**config.mk**
```make
export PLATFORM = sky130hd
export DESIGN_NAME = delta_time_bar_encoder_core
export DESIGN_NICKNAME = d
export VERILOG_FILES = /design/src/rtl/dtbe_pkg.sv /design/src/rtl/delta_time_bar_encoder_core.sv /design/src/rtl/dtbe_alu.sv /design/src/rtl/dtbe_pos_store.sv
export SDC_FILE = /design/constraint.sdc
export NUM_CORES = 1
export LEC_CHECK = 0
export BUFFER_PORTS_ARGS = -buffer_cell sky130_fd_sc_hd__buf_2
export CAP_MARGIN = 20
export CELL_PAD_IN_SITES_DETAIL_PLACEMENT = 1
export CELL_PAD_IN_SITES_GLOBAL_PLACEMENT = 2
export CORE_MARGIN = 4
export CORE_UTILIZATION = 35
export DETAILED_ROUTE_END_ITERATION = 12
export MAX_ROUTING_LAYER = met4
export PLACE_DENSITY = 0.75
export SLEW_MARGIN = 20
export SYNTH_ARGS = -nofsm -noshare
export SYNTH_HDL_FRONTEND = slang
export SYNTH_SLANG_ARGS = --single-unit
```
**constraint.sdc**
```tcl
create_clock -name clk -period 4.36 [get_ports clk]
set_input_delay 0.436 -clock clk [delete_from_list [all_inputs] [get_ports clk]]
set_output_delay 0.436 -clock clk [all_outputs]
set_load 0.01 [all_outputs]
```
**src/rtl/dtbe_pkg.sv**
```systemverilog
package dtbe_pkg;

	localparam int NUM_TRACKS = 16;
	localparam int TRACK_W = 4;
	localparam int DELTA_W = 16;
	localparam int TICK_W = 12;
	localparam int BYTE_W = 8;
	localparam int ALU_W = TICK_W + 1;
	localparam int REG_IDX_W = 2;

	localparam logic [TICK_W-1:0] OVF_TICKS = 12'd240;
	localparam logic [TICK_W-1:0] OVF_TICKS_M1 = 12'd239;
	localparam logic [TICK_W-1:0] BAR_MIN = 12'd240;
	localparam logic [TICK_W-1:0] BAR_MAX = 12'd3840;
	localparam logic [TICK_W-1:0] DELTA_MAX = 12'd4095;

	localparam logic [TICK_W-1:0] RST_TICKS_PER_BAR = 12'd480;
	localparam logic [BYTE_W-1:0] RST_OVERFLOW_CODE = 8'd248;
	localparam logic [BYTE_W-1:0] RST_MEASURE_END_CODE = 8'd249;

	typedef enum logic [REG_IDX_W-1:0] {
		REG_TICKS_PER_BAR = 2'd0,
		REG_OVERFLOW_CODE = 2'd1,
		REG_MEASURE_END_CODE = 2'd2
	} reg_idx_t;

	typedef enum logic [5:0] {
		S_IDLE  = 6'b000001,
		S_LOAD  = 6'b000010,
		S_CHECK = 6'b000100,
		S_FIRST = 6'b001000,
		S_SPAN  = 6'b010000,
		S_MEND  = 6'b100000
	} state_t;

	typedef struct packed {
		logic [ALU_W-1:0] diff;
		logic             borrow;
	} alu_res_t;

	typedef struct packed {
		logic              we;
		logic [TRACK_W-1:0] idx;
		logic [TICK_W-1:0]  data;
	} pos_wr_t;

endpackage

```
**src/rtl/delta_time_bar_encoder_core.sv**
```systemverilog
// Delta-time bar encoder. An item (track, delta_ticks) is turned into a run of
// track bytes, one byte per cycle on the output channel unless out_stall holds
// it, with last set on the final byte and clamped set on every byte when the
// delta was above 4095. Each track keeps its position in the current bar,
// cleared to zero at reset. The block takes one item at a time: after
// acceptance it passes through the setup states S_LOAD and S_CHECK (and S_FIRST
// when the delta crosses a bar end) and then emits the bytes through a single
// shared 13-bit subtractor. in_stall stays high until the last byte has been
// loaded into the output register. Configuration should be written only while
// the block is idle.
module delta_time_bar_encoder_core import dtbe_pkg::*; (
	input  logic                 clk,
	input  logic                 arst_n,
	input  logic                 wr_en,
	input  logic [REG_IDX_W-1:0] wr_index,
	input  logic [TICK_W-1:0]    wr_data,
	input  logic                 in_valid,
	output logic                 in_stall,
	input  logic [TRACK_W-1:0]   track,
	input  logic [DELTA_W-1:0]   delta_ticks,
	output logic                 out_valid,
	input  logic                 out_stall,
	output logic [BYTE_W-1:0]    out_byte,
	output logic                 last,
	output logic                 clamped
);

	state_t              state_q;
	logic [TICK_W-1:0]   ticks_per_bar_q;
	logic [BYTE_W-1:0]   overflow_code_q;
	logic [BYTE_W-1:0]   measure_end_code_q;

	logic [TRACK_W-1:0]  track_q;
	logic [TICK_W-1:0]   d_q;
	logic                clamp_q;
	logic [TICK_W-1:0]   bar_q;
	logic [TICK_W-1:0]   pos_q;
	logic [TICK_W-1:0]   rem_q;
	logic [TICK_W-1:0]   over_q;
	logic                final_q;

	logic                out_valid_q;
	logic [BYTE_W-1:0]   out_byte_q;
	logic                last_q;
	logic                clamped_q;

	logic                in_acc;
	logic                can_emit;
	logic [TICK_W-1:0]   bar_eff;
	logic [TICK_W-1:0]   pos_rd;
	logic [ALU_W-1:0]    total;
	logic [ALU_W-1:0]    op_a;
	logic [ALU_W-1:0]    op_b;
	alu_res_t            alu;
	pos_wr_t             pos_wr;

	assign in_stall = state_q != S_IDLE;
	assign in_acc = in_valid && !in_stall;
	assign can_emit = !out_valid_q || !out_stall;
	assign out_valid = out_valid_q;
	assign out_byte = out_byte_q;
	assign last = last_q;
	assign clamped = clamped_q;

	assign bar_eff = (ticks_per_bar_q < BAR_MIN) ? BAR_MIN :
		(ticks_per_bar_q > BAR_MAX) ? BAR_MAX : ticks_per_bar_q;
	assign total = {1'b0, pos_q} + {1'b0, d_q};

	always_comb begin
		op_a = '0;
		op_b = '0;
		case (state_q)
			S_LOAD: begin
				op_a = {1'b0, pos_rd};
				op_b = {1'b0, bar_q};
			end
			S_CHECK: begin
				op_a = total;
				op_b = {1'b0, bar_q};
			end
			S_FIRST: begin
				op_a = {1'b0, bar_q};
				op_b = {1'b0, pos_q};
			end
			S_SPAN: begin
				op_a = {1'b0, rem_q};
				op_b = {1'b0, OVF_TICKS};
			end
			S_MEND: begin
				op_a = {1'b0, over_q};
				op_b = {1'b0, bar_q};
			end
			default: begin
				op_a = '0;
				op_b = '0;
			end
		endcase
	end

	dtbe_alu u_alu (
		.a   (op_a),
		.b   (op_b),
		.res (alu)
	);

	always_comb begin
		pos_wr.we = 1'b0;
		pos_wr.idx = track_q;
		pos_wr.data = total[TICK_W-1:0];
		if (state_q == S_CHECK && alu.borrow) begin
			pos_wr.we = 1'b1;
		end else if (state_q == S_MEND && can_emit && alu.borrow) begin
			pos_wr.we = 1'b1;
			pos_wr.data = over_q;
		end
	end

	dtbe_pos_store u_store (
		.clk     (clk),
		.arst_n  (arst_n),
		.rd_idx  (track_q),
		.rd_data (pos_rd),
		.wr      (pos_wr)
	);

	// control
	always_ff @(posedge clk or negedge arst_n) begin
		if (!arst_n) begin
			state_q <= S_IDLE;
			out_valid_q <= 1'b0;
			ticks_per_bar_q <= RST_TICKS_PER_BAR;
			overflow_code_q <= RST_OVERFLOW_CODE;
			measure_end_code_q <= RST_MEASURE_END_CODE;
		end else begin
			if (wr_en) begin
				case (wr_index)
					REG_TICKS_PER_BAR: ticks_per_bar_q <= wr_data;
					REG_OVERFLOW_CODE: overflow_code_q <= wr_data[BYTE_W-1:0];
					REG_MEASURE_END_CODE: measure_end_code_q <= wr_data[BYTE_W-1:0];
					default: ;
				endcase
			end
			if (can_emit && (state_q == S_SPAN || state_q == S_MEND)) begin
				out_valid_q <= 1'b1;
			end else if (!out_stall) begin
				out_valid_q <= 1'b0;
			end
			case (state_q)
				S_IDLE: begin
					if (in_acc) state_q <= S_LOAD;
				end
				S_LOAD: state_q <= S_CHECK;
				S_CHECK: state_q <= alu.borrow ? S_SPAN : S_FIRST;
				S_FIRST: state_q <= S_SPAN;
				S_SPAN: begin
					if (can_emit && alu.borrow) state_q <= final_q ? S_IDLE : S_MEND;
				end
				S_MEND: begin
					if (can_emit) state_q <= S_SPAN;
				end
				default: state_q <= S_IDLE;
			endcase
		end
	end

	// datapath
	always_ff @(posedge clk) begin
		case (state_q)
			S_IDLE: begin
				if (in_acc) begin
					track_q <= track;
					clamp_q <= delta_ticks > DELTA_W'(DELTA_MAX);
					d_q <= (delta_ticks > DELTA_W'(DELTA_MAX)) ? DELTA_MAX :
						delta_ticks[TICK_W-1:0];
					bar_q <= bar_eff;
				end
			end
			S_LOAD: begin
				pos_q <= alu.borrow ? pos_rd : bar_q - 12'd1;
			end
			S_CHECK: begin
				if (alu.borrow) begin
					rem_q <= d_q;
					final_q <= 1'b1;
				end else begin
					over_q <= alu.diff[TICK_W-1:0];
					final_q <= 1'b0;
				end
			end
			S_FIRST: begin
				rem_q <= alu.diff[TICK_W-1:0];
			end
			S_SPAN: begin
				if (can_emit) begin
					clamped_q <= clamp_q;
					if (alu.borrow) begin
						out_byte_q <= rem_q[BYTE_W-1:0];
						last_q <= final_q;
					end else begin
						out_byte_q <= overflow_code_q;
						last_q <= 1'b0;
						rem_q <= alu.diff[TICK_W-1:0];
					end
				end
			end
			S_MEND: begin
				if (can_emit) begin
					clamped_q <= clamp_q;
					out_byte_q <= measure_end_code_q;
					last_q <= 1'b0;
					if (alu.borrow) begin
						rem_q <= over_q;
						final_q <= 1'b1;
					end else begin
						rem_q <= bar_q;
						over_q <= alu.diff[TICK_W-1:0];
						final_q <= 1'b0;
					end
				end
			end
			default: ;
		endcase
	end

	a_bar_range: assert property (@(posedge clk) disable iff (!arst_n)
		(state_q != S_IDLE) |-> (bar_q >= BAR_MIN && bar_q <= BAR_MAX))
		else $error("bar length out of range during a run");

	a_pos_in_bar: assert property (@(posedge clk) disable iff (!arst_n)
		(state_q == S_CHECK || state_q == S_FIRST) |-> (pos_q < bar_q))
		else $error("bar position not below bar length");

	a_last_ends_run: assert property (@(posedge clk) disable iff (!arst_n)
		(state_q == S_SPAN && can_emit && alu.borrow && final_q) |=>
		(out_valid && last && state_q == S_IDLE))
		else $error("final byte did not end the run");

	a_span_remainder: assert property (@(posedge clk) disable iff (!arst_n)
		(state_q == S_SPAN && alu.borrow) |-> (rem_q <= OVF_TICKS_M1))
		else $error("remainder byte out of range");

endmodule

```
**src/rtl/dtbe_alu.sv**
```systemverilog
module dtbe_alu import dtbe_pkg::*; (
	input  logic [ALU_W-1:0] a,
	input  logic [ALU_W-1:0] b,
	output alu_res_t         res
);

	logic [ALU_W:0] full;

	assign full = {1'b0, a} - {1'b0, b};
	assign res.diff = full[ALU_W-1:0];
	assign res.borrow = full[ALU_W];

endmodule

```
**src/rtl/dtbe_pos_store.sv**
```systemverilog
module dtbe_pos_store import dtbe_pkg::*; (
	input  logic               clk,
	input  logic               arst_n,
	input  logic [TRACK_W-1:0] rd_idx,
	output logic [TICK_W-1:0]  rd_data,
	input  pos_wr_t            wr
);

	logic [TICK_W-1:0] pos_q [NUM_TRACKS];
	logic              rd_ok;
	logic              wr_ok;

	assign rd_ok = int'(rd_idx) < NUM_TRACKS;
	assign wr_ok = int'(wr.idx) < NUM_TRACKS;
	assign rd_data = rd_ok ? pos_q[rd_idx] : '0;

	always_ff @(posedge clk or negedge arst_n) begin
		if (!arst_n) begin
			for (int i = 0; i < NUM_TRACKS; i++) begin
				pos_q[i] <= '0;
			end
		end else if (wr.we && wr_ok) begin
			pos_q[wr.idx] <= wr.data;
		end
	end

endmodule
```
==> reports/metrics.cfg <==
[status]
run_status = finished with violations
violations = setup timing

[synth]
synth_edf_count = 76
ys_seq_elements = 303
ys.flop_type = dfrtp_1
ys_seq_area_frac = 0.530
yosysUniqueCellTypes = 61
synth_top_area_share = 0.351
synth_area_um2 = 15100
yosysTopAreaCell = dfrtp_1
syn_avg_cell_area_um2 = 13.9
yosys_warnings = 0
ys_async_sr_fraction = 0.749
synthTopCellsByCount = mux2_2, dfrtp_1, edfxtp_1
ys_top_cells_by_area = dfrtp_1, mux2_2, edfxtp_1
netlist_instances = 1085
synth_most_common_cell = mux2_2
synth_nets = 1151

[clock_tree]
root_buffer = clkbuf_16
clkTransAtPathRegs_ns = 0.06
clkLatencyLatePin_ns = 0.55
cts_buffers = 36
cts_num_sinks = 303
cts_buffer_depth = 3
cts_tree = yes
cts-htree-levels = 2

[setup_path]
cpMaxStageDelayCell = mux4_2
path_class = register to register
worstPathRequired_ns = 4.78
worstPathArrival_ns = 5.05
cp_slowest_stage_delay_ns = 0.59
cp-end-kind = register
crit_chain = buf_12 -> buf_16 -> buf_12 -> buf_4 -> mux4_2 -> mux4_2 -> nand2_1 -> o211ai_1 -> ha_1 -> and3_4 -> a211oi_4 -> nor4b_4 -> buf_6 -> buf_6 -> nor3b_4 -> buf_6 -> mux2_4
r2r-start = track_q[0]$_DFFE_PP_
reg2reg_setup_slack_ns = -0.28
cpMostUsedCell = buf_6
r2r_end = u_store.pos_q[46]$_DFFE_PN0P_
reg2reg_depth = 17
critPathMaxFanout = 7
crit_path_start_kind = register

[die]
io_pins = 51
initial_utilization = 0.356
die_y_um = 215
rows = 75
core_um2 = 42200
die_w_um = 215
die_area_um2 = 46400

[grt]
grt_start_max_net_pins = 124
track_usage = 0.206
grt_overflow_total = 0
grt_pass1_vias = 11400
antenna_found_initial = 0
grt_pass1_wl_mm = 71.6

[route]
drt_iter0_markers = 832
dr_total_vias = 10600
route.detailed.drc = 0
routed_wl_mm = 48.2
post_drt_via_cell_ratio = 5.60
wl_per_cell_um = 25.5
drtPass1Iterations = 7
postRouteAntennaNets = 0

[power_and_ir_drop]
p_seq_frac = 0.268
netSwitchingFraction = 0.357
power_mw = 17.0
p_clk_frac = 0.184
irDropWorstVdd_uv = 984
p_comb_frac = 0.548
p_int_mw = 10.9
power_density_nw_per_um2 = 841
p_leak_nw = 8.94
p_sw_mw = 6.06

[flow_run]
drv_cap = 0

[min_path]
holdCritPathClass = input pin to register
min_path_cells = 1
min_to = track_q[0]$_DFFE_PP_
min_from = track[0]

[place]
place_ws_ns = -0.402
port_buffers = 50
globalplace.congestion = 0.869
dp_hpwl_mm = 30.3

[timing]
period_share = 1.06
maxSlewViolCount = 0
fmax_ghz = 0.216
skew_ns = 0.0250
rsz0062_at_grt = yes
period_minus_slack_ns = 4.64
setup_ws_ns = -0.276
setup_tns_ns = -39.75
setup_viol = 252
relSlewSlack = 0.248
worstMarginPinSlew_ns = 1.12
hold_viol_final = 0

[layout]
fill_cells = 4187
drive_gt1_frac = 0.529
layout.nets = 1384
syn_to_final_growth_pct = 34.1
diodes = 0

flip-flops by register name, indices dropped and copies added, names as in the netlist:
signal and cells:
out_valid 1, rem_q 12, clamped 1, last 1
track_q 4, u_store.pos_q 192, out_byte 8, overflow_code_q 8
bar_q 12, state_q 6, clamp_q 1, final_q 1
d_q 12, pos_q 12, measure_end_code_q 8, over_q 12
ticks_per_bar_q 12
metrics by stage:
step	instance area [um2]	std cells	utilization	hold slack, ns
floorplan	15100	1085	-	0.140
global placement	17100	1758	0.405	0.404
detailed placement	17100	1758	0.405	0.417
CTS	19500	1857	0.463	0.0473
global route	20200	1885	0.478	0.0516
finish	20200	1885	0.478	0.0762
metal layers:
layer	part of all wire	wire length, um	vias to the layer above	global-route usage
met5	0	0	-	-
met3	0.046	2220	90	0.0308
met4	0.030	1440	0	0.0618
met1	0.42	20300	5580	0.266
li1	-	-	4590	-
met2	0.50	24200	293	0.339
worst max-delay path, delay by kind of cell, from the launching register on:
| kind | cells | cell delay [ns] |
|---|---|---|
| muxes | 3 | 1.38 |
| and+or+nand+nor | 4 | 0.87 |
| AOI/OAI and AO/OA | 2 | 0.36 |
| adders and majority gates | 1 | 0.37 |
| buffers and inverters | 7 | 1.07 |
| DFF | 1 | 0.44 |
layout by cell type (no fill, tap or decap), drive strengths merged, types with 4 or more instances in the layout:
master and n:
and3 8, ha 25, buf 261, a21oi 18
edfxtp 76, mux2 229, nand4b 4, xnor2 15
a222oi 12, mux4 60, a211oi 5, dfstp 16
a221oi 4, nand3 15, xor2 10, inv 20
clkinv 8, nor3 17, o21a 5, o21ai 48
dfrtp 211, o211ai 8, clkbuf 57, nor3b 5
mux2i 22, a21o 10, a22oi 20, nand2b 17
nand2 59, nor2 24, nor4 7
power by group through the flow:
stage	sequential, mW	combinational (mW)	clock [mW]
CTS	4.51	7.63	3.20
detailed placement	4.54	6.25	0
global placement	4.50	6.10	0
global route	4.62	9.92	3.33
floorplan	4.30	4.11	0
finish	4.55	9.31	3.12
what timing repair did:
item,4_1_cts,5_1_grt
pin swaps,30,23
hold buffers,0,1
gates cloned,8,5
hold endpoints to repair,0,35
setup endpoints to repair,239,245
resized for setup,232,90
setup buffers,27,22
layout make-up:
cell class / count / area, um2 / share of cell area
Sequential cell: 303 / 7980 / 0.395
Tap cell: 539 / 674 / 0.0334
Clock inverter: 14 / 153 / 0.00756
Timing Repair Buffer: 268 / 2520 / 0.125
Inverter: 18 / 67.6 / 0.00335
Multi-Input combinational cell: 691 / 7710 / 0.382
Clock buffer: 52 / 1080 / 0.0536
cell families after synthesis:
group	after synthesis	share of synthesized area
compound gates	151	0.0672
xor+xnor	25	0.0145
fa+ha+maj	27	0.0234
buf+inv	92	0.0250
flops	303	0.530
mux	310	0.275
simple gates	177	0.0646
worst max path at each step:
stage                                      to  cells after the start                 start
6_report        u_store.pos_q[46]$_DFFE_PN0P_                     17  track_q[0]$_DFFE_PP_
3_5_place_dp   u_store.pos_q[135]$_DFFE_PN0P_                     19    pos_q[0]$_DFFE_PP_
4_1_cts         u_store.pos_q[46]$_DFFE_PN0P_                     18  track_q[0]$_DFFE_PP_
3_3_place_gp    u_store.pos_q[18]$_DFFE_PN0P_                     20  d_q[0]$_SDFFCE_PP1P_
2_1_floorplan    u_store.pos_q[0]$_DFFE_PN0P_                     18  d_q[0]$_SDFFCE_PP1P_
5_1_grt         u_store.pos_q[46]$_DFFE_PN0P_                     18  track_q[0]$_DFFE_PP_
Note: power is estimated with default switching activity, not from simulation.
